$ cat src/rtl/core/bpws_pkg.sv
// ----------------------------------------------------------------------------
// bpws_pkg
// Shared widths, codes and word types of the block pool write scatter engine.
// ----------------------------------------------------------------------------
package bpws_pkg;

	localparam int NUM_BLOCKS_DEF = 32;

	localparam int BSIZE_W   = 21;
	localparam int BIU_W     = 6;
	localparam int EXT_W     = 31;
	localparam int CFG_W     = 31;
	localparam int CFG_IDX_W = 2;
	localparam int MSG_W     = 24;
	localparam int OFF_W     = 48;
	localparam int BIDX_W    = 5;

	localparam logic [BSIZE_W-1:0] BLOCK_SIZE_RST = BSIZE_W'(65536);
	localparam logic [BIU_W-1:0]   BIU_RST        = BIU_W'(32);
	localparam logic [EXT_W-1:0]   EXTENT_RST     = EXT_W'(32'd16 << 20);

	// register indexes
	localparam logic [CFG_IDX_W-1:0] REG_BLOCK_SIZE    = 2'd0;
	localparam logic [CFG_IDX_W-1:0] REG_BLOCKS_IN_USE = 2'd1;
	localparam logic [CFG_IDX_W-1:0] REG_EXTENT_SIZE   = 2'd2;

	// input operations
	localparam logic [1:0] OP_APPEND = 2'd0;
	localparam logic [1:0] OP_WDONE  = 2'd1;
	localparam logic [1:0] OP_XDONE  = 2'd2;

	// result kinds
	localparam logic [1:0] KIND_VERDICT = 2'd0;
	localparam logic [1:0] KIND_WRITE   = 2'd1;
	localparam logic [1:0] KIND_EXTEND  = 2'd2;
	localparam logic [1:0] KIND_STATUS  = 2'd3;

	typedef struct packed {
		logic [1:0]       op;
		logic [MSG_W-1:0] msg_bytes;
		logic [4:0]       done_block;
		logic             done_failed;
	} in_word_t;

	typedef struct packed {
		logic [1:0]        kind;
		logic              retry;
		logic [BIDX_W-1:0] block_index;
		logic [OFF_W-1:0]  file_offset;
		logic              fault;
		logic              last;
	} out_word_t;

	// block_size is the effective size: zero reads as one byte
	typedef struct packed {
		logic [BSIZE_W-1:0] block_size;
		logic [BIU_W-1:0]   blocks_in_use;
		logic [EXT_W-1:0]   extent_size;
		logic               rebuild;
	} cfg_t;

endpackage

$ cat src/rtl/core/bpws_ram.sv
// ----------------------------------------------------------------------------
// bpws_ram
// Generic simple dual-port RAM: one write port, one read port, registered read.
// ----------------------------------------------------------------------------
module bpws_ram #(
	parameter int WIDTH = 8,
	parameter int DEPTH = 32,
	localparam int AW = (DEPTH > 1) ? $clog2(DEPTH) : 1
) (
	input  logic             clk,
	input  logic             we,
	input  logic [AW-1:0]    waddr,
	input  logic [WIDTH-1:0] wdata,
	input  logic             re,
	input  logic [AW-1:0]    raddr,
	output logic [WIDTH-1:0] rdata
);

	logic [WIDTH-1:0] mem [DEPTH];
	logic [WIDTH-1:0] rdata_q;

	always_ff @(posedge clk) begin
		if (we) begin
			mem[waddr] <= wdata;
		end
		if (re) begin
			rdata_q <= mem[raddr];
		end
	end

	assign rdata = rdata_q;

endmodule

$ cat src/rtl/core/bpws_cfg.sv
// ----------------------------------------------------------------------------
// bpws_cfg
// Configuration registers; flags a pool rebuild when blocks_in_use is written.
// ----------------------------------------------------------------------------
module bpws_cfg
	import bpws_pkg::*;
(
	input  logic                 clk,
	input  logic                 arst_n,
	input  logic                 we,
	input  logic [CFG_IDX_W-1:0] index,
	input  logic [CFG_W-1:0]     data,
	output cfg_t                 cfg
);

	logic [BSIZE_W-1:0] block_size_q;
	logic [BIU_W-1:0]   blocks_in_use_q;
	logic [EXT_W-1:0]   extent_size_q;

	always_ff @(posedge clk or negedge arst_n) begin
		if (!arst_n) begin
			block_size_q    <= BLOCK_SIZE_RST;
			blocks_in_use_q <= BIU_RST;
			extent_size_q   <= EXTENT_RST;
		end else if (we) begin
			case (index)
				REG_BLOCK_SIZE:    block_size_q    <= data[BSIZE_W-1:0];
				REG_BLOCKS_IN_USE: blocks_in_use_q <= data[BIU_W-1:0];
				REG_EXTENT_SIZE:   extent_size_q   <= data[EXT_W-1:0];
				default: begin
				end
			endcase
		end
	end

	always_comb begin
		cfg.block_size    = (block_size_q == '0) ? BSIZE_W'(1) : block_size_q;
		cfg.blocks_in_use = blocks_in_use_q;
		cfg.extent_size   = extent_size_q;
		cfg.rebuild       = we && (index == REG_BLOCKS_IN_USE);
	end

endmodule

$ cat src/rtl/core/bpws_oreg.sv
// ----------------------------------------------------------------------------
// bpws_oreg
// Output register: holds one result word until the sink takes it.
// ----------------------------------------------------------------------------
module bpws_oreg
	import bpws_pkg::*;
(
	input  logic      clk,
	input  logic      arst_n,
	input  logic      push,
	input  out_word_t word,
	output logic      free,
	output logic      out_valid,
	input  logic      out_stall,
	output out_word_t out_word
);

	logic      valid_q;
	out_word_t word_q;

	assign free = !valid_q || !out_stall;

	always_ff @(posedge clk or negedge arst_n) begin
		if (!arst_n) begin
			valid_q <= 1'b0;
		end else if (push) begin
			valid_q <= 1'b1;
		end else if (!out_stall) begin
			valid_q <= 1'b0;
		end
	end

	// payload: load on push only, hold while stalled
	always_ff @(posedge clk) begin
		if (push) begin
			word_q <= word;
		end
	end

	assign out_valid = valid_q;
	assign out_word  = word_q;

endmodule

$ cat src/rtl/core/bpws_engine.sv
// ----------------------------------------------------------------------------
// bpws_engine
// Pool sequencer: read-modify-write of the block table RAM (link, busy, fill),
// free-list pops and pushes, file offset and extension bookkeeping.
// ----------------------------------------------------------------------------
module bpws_engine
	import bpws_pkg::*;
#(
	parameter int NUM_BLOCKS = NUM_BLOCKS_DEF
) (
	input  logic      clk,
	input  logic      arst_n,
	input  cfg_t      cfg,
	input  logic      in_valid,
	output logic      in_stall,
	input  in_word_t  in_word,
	output logic      emit,
	output out_word_t emit_word,
	input  logic      out_free
);

	localparam int IW       = $clog2(NUM_BLOCKS);
	localparam int POOL_MAX = (NUM_BLOCKS < 63) ? NUM_BLOCKS : 63;
	localparam int CW       = $clog2(POOL_MAX + 1);
	localparam int PW       = CW + BSIZE_W;

	typedef struct packed {
		logic               busy;
		logic [BSIZE_W-1:0] fill;
		logic [IW-1:0]      link;
	} ent_t;

	localparam int ENT_W = $bits(ent_t);

	typedef enum logic [3:0] {
		S_CLEAR,
		S_IDLE,
		S_A_FREE,
		S_A_FIT,
		S_A_ROOM,
		S_EXT,
		S_ISSUE,
		S_FILL,
		S_W_DONE,
		S_STATUS,
		S_VERDICT
	} state_t;

	state_t             state_q;
	logic [IW-1:0]      clr_q;
	logic [IW-1:0]      head_q;
	logic [CW-1:0]      count_q;
	logic [OFF_W-1:0]   wpos_q;
	logic [OFF_W-1:0]   aend_q;
	logic               pend_q;
	logic [IW-1:0]      cur_q;
	logic [MSG_W-1:0]   sz_q;
	logic [MSG_W-1:0]   rem_q;
	logic [BSIZE_W-1:0] cur_free_q;
	logic [PW-1:0]      prod_q;
	logic [OFF_W-1:0]   avail_q;
	logic               past_q;
	logic               failed_q;
	logic               fault_q;
	logic               retry_q;

	logic             ram_we;
	logic [IW-1:0]    ram_waddr;
	ent_t             ram_wdata;
	logic             ram_re;
	logic [IW-1:0]    ram_raddr;
	logic [ENT_W-1:0] ram_rdata;
	ent_t             ent_rd;

	logic          accept;
	logic          blk_ok;
	logic [CW-1:0] pool_c;
	logic [CW-1:0] cnt_dec;
	logic [IW-1:0] clr_link;
	logic          loop_go;
	logic          fill_go;

	bpws_ram #(
		.WIDTH (ENT_W),
		.DEPTH (NUM_BLOCKS)
	) u_ram (
		.clk   (clk),
		.we    (ram_we),
		.waddr (ram_waddr),
		.wdata (ram_wdata),
		.re    (ram_re),
		.raddr (ram_raddr),
		.rdata (ram_rdata)
	);

	assign ent_rd   = ent_t'(ram_rdata);
	assign in_stall = (state_q != S_IDLE);
	assign accept   = in_valid && !in_stall;

	assign pool_c   = (int'(cfg.blocks_in_use) < NUM_BLOCKS) ? CW'(cfg.blocks_in_use)
	                                                          : CW'(NUM_BLOCKS);
	assign blk_ok   = int'(in_word.done_block) < int'(pool_c);
	assign cnt_dec  = count_q - CW'(1);
	assign clr_link = (clr_q == IW'(NUM_BLOCKS - 1)) ? '0 : clr_q + IW'(1);
	assign loop_go  = (rem_q >= MSG_W'(cfg.block_size)) && (cnt_dec != '0);
	assign fill_go  = (rem_q != '0) && (cnt_dec != '0);

	always_comb begin
		ram_we    = 1'b0;
		ram_waddr = cur_q;
		ram_wdata = ent_rd;
		ram_re    = 1'b0;
		ram_raddr = head_q;
		emit      = 1'b0;
		emit_word = '0;
		case (state_q)
			S_CLEAR: begin
				ram_we         = 1'b1;
				ram_waddr      = clr_q;
				ram_wdata.busy = 1'b0;
				ram_wdata.fill = '0;
				ram_wdata.link = clr_link;
			end
			S_IDLE: begin
				if (accept && in_word.op == OP_APPEND && count_q != '0) begin
					ram_re = 1'b1;
				end else if (accept && in_word.op == OP_WDONE && blk_ok) begin
					ram_re    = 1'b1;
					ram_raddr = IW'(in_word.done_block);
				end
			end
			S_A_FIT: begin
				if (sz_q < MSG_W'(cur_free_q)) begin
					ram_we         = 1'b1;
					ram_waddr      = head_q;
					ram_wdata.fill = ent_rd.fill + BSIZE_W'(sz_q);
				end
			end
			S_EXT: begin
				if (out_free) begin
					emit                  = 1'b1;
					emit_word.kind        = KIND_EXTEND;
					emit_word.file_offset = aend_q;
				end
			end
			S_ISSUE: begin
				if (out_free) begin
					emit                  = 1'b1;
					emit_word.kind        = KIND_WRITE;
					emit_word.block_index = BIDX_W'(cur_q);
					emit_word.file_offset = wpos_q;
					ram_we                = 1'b1;
					ram_wdata.busy        = 1'b1;
					// fetch the new head while the popped block is marked busy
					if (loop_go || fill_go) begin
						ram_re    = 1'b1;
						ram_raddr = ent_rd.link;
					end
				end
			end
			S_FILL: begin
				ram_we         = 1'b1;
				ram_wdata.fill = BSIZE_W'(rem_q);
			end
			S_W_DONE: begin
				if (out_free) begin
					emit            = 1'b1;
					emit_word.kind  = KIND_STATUS;
					emit_word.fault = ent_rd.busy ? failed_q : 1'b1;
					emit_word.last  = 1'b1;
					if (ent_rd.busy) begin
						ram_we         = 1'b1;
						ram_wdata.busy = 1'b0;
						ram_wdata.fill = '0;
						ram_wdata.link = (count_q != '0) ? head_q : '0;
					end
				end
			end
			S_STATUS: begin
				if (out_free) begin
					emit            = 1'b1;
					emit_word.kind  = KIND_STATUS;
					emit_word.fault = fault_q;
					emit_word.last  = 1'b1;
				end
			end
			S_VERDICT: begin
				if (out_free) begin
					emit            = 1'b1;
					emit_word.kind  = KIND_VERDICT;
					emit_word.retry = retry_q;
					emit_word.last  = 1'b1;
				end
			end
			default: begin
			end
		endcase
	end

	always_ff @(posedge clk or negedge arst_n) begin
		if (!arst_n) begin
			state_q    <= S_CLEAR;
			clr_q      <= '0;
			head_q     <= '0;
			count_q    <= '0;
			wpos_q     <= '0;
			aend_q     <= '0;
			pend_q     <= 1'b0;
			cur_q      <= '0;
			sz_q       <= '0;
			rem_q      <= '0;
			cur_free_q <= '0;
			prod_q     <= '0;
			avail_q    <= '0;
			past_q     <= 1'b0;
			failed_q   <= 1'b0;
			fault_q    <= 1'b0;
			retry_q    <= 1'b0;
		end else begin
			case (state_q)
				S_CLEAR: begin
					clr_q <= clr_link;
					if (clr_q == IW'(NUM_BLOCKS - 1)) begin
						head_q  <= '0;
						count_q <= pool_c;
						state_q <= S_IDLE;
					end
				end
				S_IDLE: begin
					if (accept) begin
						sz_q     <= in_word.msg_bytes;
						failed_q <= in_word.done_failed;
						case (in_word.op)
							OP_APPEND: begin
								if (count_q == '0) begin
									retry_q <= 1'b1;
									state_q <= S_VERDICT;
								end else begin
									prod_q  <= PW'(cnt_dec) * PW'(cfg.block_size);
									avail_q <= aend_q - wpos_q;
									past_q  <= wpos_q > aend_q;
									state_q <= S_A_FREE;
								end
							end
							OP_WDONE: begin
								if (blk_ok) begin
									cur_q   <= IW'(in_word.done_block);
									state_q <= S_W_DONE;
								end else begin
									fault_q <= 1'b1;
									state_q <= S_STATUS;
								end
							end
							OP_XDONE: begin
								if (pend_q) begin
									if (!in_word.done_failed) begin
										aend_q <= aend_q + OFF_W'(cfg.extent_size);
									end
									pend_q  <= 1'b0;
									fault_q <= in_word.done_failed;
								end else begin
									fault_q <= 1'b1;
								end
								state_q <= S_STATUS;
							end
							default: begin
							end
						endcase
					end
				end
				S_A_FREE: begin
					cur_free_q <= (ent_rd.fill < cfg.block_size)
					              ? cfg.block_size - ent_rd.fill : '0;
					state_q    <= S_A_FIT;
				end
				S_A_FIT: begin
					if (sz_q < MSG_W'(cur_free_q)) begin
						retry_q <= 1'b0;
						state_q <= S_VERDICT;
					end else begin
						rem_q   <= sz_q - MSG_W'(cur_free_q);
						state_q <= S_A_ROOM;
					end
				end
				S_A_ROOM: begin
					if (OFF_W'(rem_q) > OFF_W'(prod_q)) begin
						retry_q <= 1'b1;
						state_q <= S_VERDICT;
					end else if (past_q || OFF_W'(rem_q) > avail_q) begin
						// short on file space: ask for one extension at most
						retry_q <= 1'b1;
						state_q <= pend_q ? S_VERDICT : S_EXT;
					end else begin
						cur_q   <= head_q;
						state_q <= S_ISSUE;
					end
				end
				S_EXT: begin
					if (out_free) begin
						pend_q  <= 1'b1;
						state_q <= S_VERDICT;
					end
				end
				S_ISSUE: begin
					if (out_free) begin
						wpos_q  <= wpos_q + OFF_W'(cfg.block_size);
						count_q <= cnt_dec;
						head_q  <= ent_rd.link;
						if (loop_go) begin
							rem_q <= rem_q - MSG_W'(cfg.block_size);
							cur_q <= ent_rd.link;
						end else if (fill_go) begin
							cur_q   <= ent_rd.link;
							state_q <= S_FILL;
						end else begin
							retry_q <= 1'b0;
							state_q <= S_VERDICT;
						end
					end
				end
				S_FILL: begin
					retry_q <= 1'b0;
					state_q <= S_VERDICT;
				end
				S_W_DONE: begin
					if (out_free) begin
						if (ent_rd.busy) begin
							head_q  <= cur_q;
							count_q <= count_q + CW'(1);
						end
						state_q <= S_IDLE;
					end
				end
				S_STATUS, S_VERDICT: begin
					if (out_free) begin
						state_q <= S_IDLE;
					end
				end
				default: begin
					state_q <= S_IDLE;
				end
			endcase
			// rebuild the pool: sweep the table from entry zero
			if (cfg.rebuild) begin
				clr_q   <= '0;
				state_q <= S_CLEAR;
			end
		end
	end

	a_ram_no_overlap: assert property (@(posedge clk) disable iff (!arst_n)
		ram_we && ram_re |-> ram_waddr != ram_raddr)
		else $error("table read and write hit the same entry");

	a_issue_has_block: assert property (@(posedge clk) disable iff (!arst_n)
		state_q == S_ISSUE |-> count_q != '0)
		else $error("block issued from an empty free list");

	a_fill_tail: assert property (@(posedge clk) disable iff (!arst_n)
		state_q == S_FILL |-> rem_q != '0 && rem_q < MSG_W'(cfg.block_size))
		else $error("tail fill out of range");

	a_count_bound: assert property (@(posedge clk) disable iff (!arst_n)
		state_q != S_CLEAR |-> int'(count_q) <= int'(pool_c))
		else $error("free count above pool size");

	a_emit_free: assert property (@(posedge clk) disable iff (!arst_n)
		emit |-> out_free)
		else $error("result pushed into a full output register");

endmodule

$ cat src/rtl/core/block_pool_write_scatter.sv
// An append reads the head block entry, works out its free room and, if the message fits,
// adds it to the head fill and gives its verdict; one that spills checks pool and file room,
// then issues one write per block, stores any tail in the new head and gives its verdict.
// One item is in work at a time; the read of the next head overlaps the busy write of
// each popped block. Reset, and any write of blocks_in_use, starts a sweep of the table;
// in_stall stays high until it ends. Register values reset to their documented defaults.
// ----------------------------------------------------------------------------
// block_pool_write_scatter
// Descriptor engine for a LIFO pool of fixed-size write blocks with file
// offset tracking and extension requests.
// ----------------------------------------------------------------------------
module block_pool_write_scatter
	import bpws_pkg::*;
#(
	parameter int NUM_BLOCKS = NUM_BLOCKS_DEF
) (
	input  logic                 clk,
	input  logic                 arst_n,
	input  logic                 in_valid,
	output logic                 in_stall,
	input  in_word_t             in_word,
	output logic                 out_valid,
	input  logic                 out_stall,
	output out_word_t            out_word,
	input  logic                 cfg_we,
	input  logic [CFG_IDX_W-1:0] cfg_index,
	input  logic [CFG_W-1:0]     cfg_data
);

	cfg_t      cfg;
	logic      emit;
	out_word_t emit_word;
	logic      out_free;

	bpws_cfg u_cfg (
		.clk    (clk),
		.arst_n (arst_n),
		.we     (cfg_we),
		.index  (cfg_index),
		.data   (cfg_data),
		.cfg    (cfg)
	);

	bpws_engine #(
		.NUM_BLOCKS (NUM_BLOCKS)
	) u_engine (
		.clk       (clk),
		.arst_n    (arst_n),
		.cfg       (cfg),
		.in_valid  (in_valid),
		.in_stall  (in_stall),
		.in_word   (in_word),
		.emit      (emit),
		.emit_word (emit_word),
		.out_free  (out_free)
	);

	bpws_oreg u_oreg (
		.clk       (clk),
		.arst_n    (arst_n),
		.push      (emit),
		.word      (emit_word),
		.free      (out_free),
		.out_valid (out_valid),
		.out_stall (out_stall),
		.out_word  (out_word)
	);

endmodule

$ cat config.mk
export PLATFORM = sky130hd
export DESIGN_NAME = block_pool_write_scatter
export DESIGN_NICKNAME = d
export VERILOG_FILES = /design/src/rtl/core/bpws_pkg.sv /design/src/rtl/core/bpws_ram.sv /design/src/rtl/core/bpws_cfg.sv /design/src/rtl/core/bpws_oreg.sv /design/src/rtl/core/bpws_engine.sv /design/src/rtl/core/block_pool_write_scatter.sv
export SDC_FILE = /design/constraint.sdc
export NUM_CORES = 2
export LEC_CHECK = 0
export BUFFER_PORTS_ARGS = -buffer_cell sky130_fd_sc_hd__buf_2
export CORE_MARGIN = 3
export CORE_UTILIZATION = 32
export CTS_BUF_LIST = sky130_fd_sc_hd__clkbuf_8
export DETAILED_ROUTE_END_ITERATION = 8
export SETUP_SLACK_MARGIN = 0.1
export SLEW_MARGIN = 20
export SYNTH_ARGS = -nofsm -noshare
export SYNTH_HDL_FRONTEND = slang
export SYNTH_SLANG_ARGS = --single-unit
$ cat constraint.sdc
create_clock -name clk -period 8.29 [get_ports clk]
set_input_delay 0 -clock clk [delete_from_list [all_inputs] [get_ports clk]]
set_output_delay 0 -clock clk [all_outputs]
set_load 0.01 [all_outputs]
==> flow_metrics.py <==
metrics = {
    "global_routing": {
        "overflow": 0,
        "grt_antenna_before_repair": 7,
        "grt_max_degree": 136,
        "grt_pass1_wl_um": 306000,
        "grt_pass1_vias": 48000,
        "grt_use_total_pct": 19.1,
    },
    "yosys": {
        "synth_top_area_cell": "edfxtp_1",
        "yosysUniqueCellTypes": 90,
        "synthTopCellsByArea": "edfxtp_1, dfrtp_1, ha_1, nand2_1, o21ai_0",
        "synth_edf_count": 949,
        "ys_seq_area_share_pct": 56.4,
        "mappedNetlistNets": 6166,
        "async_reset_ff_share_pct": 25.7,
        "yosys_warnings": 0,
        "syn_inst": 5734,
        "synth_area_per_cell_um2": 11.4,
        "yosysTopAreaCellShare_pct": 43.8,
        "ys_seq_elements": 1278,
        "synth_ff_type": "edfxtp_1",
        "netlist_area_mm2": 0.0651,
    },
    "sta": {
        "slew_headroom_pct": 26.2,
        "worst_pin_slew_ns": 1.10,
        "fin_ws_ns": 1.35,
        "finalHoldViolCount": 0,
        "clock_skew_ns": 0.0614,
        "final.period_utilization_pct": 83.7,
        "fin_crit_ns": 6.94,
        "setup_violations": 0,
        "rsz0062_at_grt": "false",
        "timing.fmax_mhz": 144,
        "final.setup.tns_ns": 0,
        "slew_violations": 0,
    },
    "pwr": {
        "powerDensity_mw_per_mm2": 438,
        "power.leakage_uw": 0.0300,
        "power.total_uw": 33100,
        "vdd_ir_drop_max_v": 0.000340,
    },
    "floorplan": {
        "dieArea_mm2": 0.209,
        "dieWidth_um": 457,
        "io_pins": 130,
        "die_y_um": 457,
        "placement_rows": 164,
        "start_util_pct": 32.4,
        "core_mm2": 0.201,
    },
    "cells_and_area": {
        "final_cell_mix": "edfxtp_1, nand2_1, inv_1, o21ai_0, dfrtp_1",
        "seqCellArea_mm2": 0.0367,
        "nFillCells": 19500,
        "drive_gt1_share_pct": 10.7,
        "syn_to_final_growth_pct": 16.2,
        "finish.utilization_pct": 37.6,
        "final_common_cell": "edfxtp_1",
        "multi_input_area_mm2": 0.0265,
        "finalNetCount": 6576,
    },
    "status": {
        "status": "finished, violations left",
        "violations": "DRC",
    },
    "setup_path": {
        "arrival_ns": 7.74,
        "slowest_stage": "ha_1",
        "required_ns": 9.09,
        "critPathCaptureType": "flop",
        "path_max_fanout": 24,
        "crit_type": "reg2reg",
        "cpPeakStageDelay_ns": 0.88,
        "worstPathCellList": "inv_1, ha_1, nor2_1, fa_1, inv_1, fa_1, fa_1, inv_1, ha_1, a21oi_1, o21ai_0, nand2_1, a211oi_1, a41o_1, o41ai_1, o21ai_0, o41a_1, a41o_1, o41ai_1, xnor2_1, o21ai_0",
        "start_kind": "flop",
    },
    "placement": {
        "numPortBuffers": 129,
        "dpl.hpwl_um": 134000,
        "place_congestion": 0.919,
        "place_ws_ns": 1.41,
    },
    "clocking": {
        "cts-root-buf": "clkbuf_8",
        "numCtsBuffers": 206,
        "clkTransAtPathRegs_ns": 0.06,
        "hold_buffers": 208,
        "post_cts_resized": 0,
        "cts_tree": "yes",
        "clockBufferDepth": 3,
        "htreeDepth": 4,
        "post_cts_buffers": 0,
        "clock_sink_count": 1278,
        "clock_latency_ns": 0.96,
    },
    "route": {
        "vias": 48300,
        "route.detailed.drc": 1,
        "avgRoutedWirePerCell_um": 22.8,
        "via_per_inst": 5.38,
        "drt_iter0_markers": 5200,
        "ant_nets": 0,
        "route.final.wire_length_um": 205000,
        "dr.pass1.iters": 9,
    },
    "run": {
        "drv_cap": 0,
    },
    "worst_hold_path": {
        "min_path_type": "in2reg",
    },
}
==> kinds of logic after synthesis <==
family          share of synthesized area (%)
simple gates                             12.5
compound gates                           13.3
flops                                    56.4
buf+inv                                  3.59
fa+ha+maj                                7.92
mux                                      3.41
xor+xnor                                 2.89
==> sequential cells by signal (all words and copies together), names as in the netlist, 21 cells and up <==
signal and cells:
u_engine.u_ram.mem 864, u_oreg.out_word 58, u_engine.aend_q 48, u_engine.avail_q 48
u_engine.wpos_q 48, u_cfg.extent_size_q 31, u_engine.prod_q 27, u_engine.u_ram.rdata 27
u_engine.rem_q 24, u_engine.sz_q 24, u_cfg.block_size_q 21, u_engine.cur_free_q 21
==> worst max-delay path, delay by kind of cell (launching register included) <==
kind,cells,cell delay (ns)
simple gates,2,0.29
compound gates,10,2.61
xor+xnor,1,0.17
buf+inv,3,0.23
fa+ha+maj,5,2.71
flops,1,0.75
==> through the flow <==
stage | hold WS (ns) | cell area [um^2] | cells
after floorplan | -0.296 | 65100 | 5734
after global placement | 0.0899 | 69400 | 8376
after detailed placement | 0.0904 | 69600 | 8384
after CTS | 0.0417 | 75600 | 8974
after global routing | 0.159 | 75600 | 8977
final | 0.158 | 75600 | 8979
==> metal layers <==
metal / global-route usage (%) / part of all wire [%] / vias to the layer above
met5: 0 / 0 / -
met4: 6.76 / 3.1 / 0
met3: 3.47 / 7.6 / 365
met2: 31.6 / 47 / 1901
met1: 25.1 / 42 / 24100
li1: - / - / 22000
==> Yosys cell counts, types with 94 or more instances <==
cell      number
a211oi_1     160
a21oi_1      233
and3_1       165
clkbuf_1     207
dfrtp_1      326
edfxtp_1     949
ha_1         278
inv_1        322
mux2i_1      172
nand2_1      716
nand3_1      207
nor2_1       293
o21ai_0      348
xnor2_1      121
xor2_1        94
==> final timing paths <==
check                                                       end  slack (ns)  depth (start not counted)                       startpoint
worst max register to register  u_engine.prod_q[25]$_DFFE_PN0P_        1.35                         21  u_engine.count_q[0]$_DFFE_PN0P_
worst min register to register  u_engine.wpos_q[31]$_DFFE_PN0P_        0.47                          1  u_engine.wpos_q[31]$_DFFE_PN0P_
max in group asynchronous         u_engine.cur_q[3]$_DFFE_PN0P_        6.36                          5                           arst_n
worst min-delay path              u_engine.cur_q[4]$_DFFE_PN0P_        0.16                          5                       in_word[5]
worst max-delay path            u_engine.prod_q[25]$_DFFE_PN0P_        1.35                         21  u_engine.count_q[0]$_DFFE_PN0P_
min in group asynchronous       u_engine.aend_q[35]$_DFFE_PN0P_        0.28                          4                           arst_n
==> power breakdown <==
part	internal, uW	switching, uW
combinational	6630	11300
clock	2570	2690
sequential	9010	936
==> layout make-up <==
cell class	count	share of cell area, %
antenna	5	0.0165
inverter	323	1.60
clock buffer	216	3.93
timing repair buffer	477	5.26
clock inverter	166	1.24
sequential	1278	48.6
tap	2656	4.39
multi-input combinational	3858	35.0
Note: power is estimated with default switching activity, not from simulation.
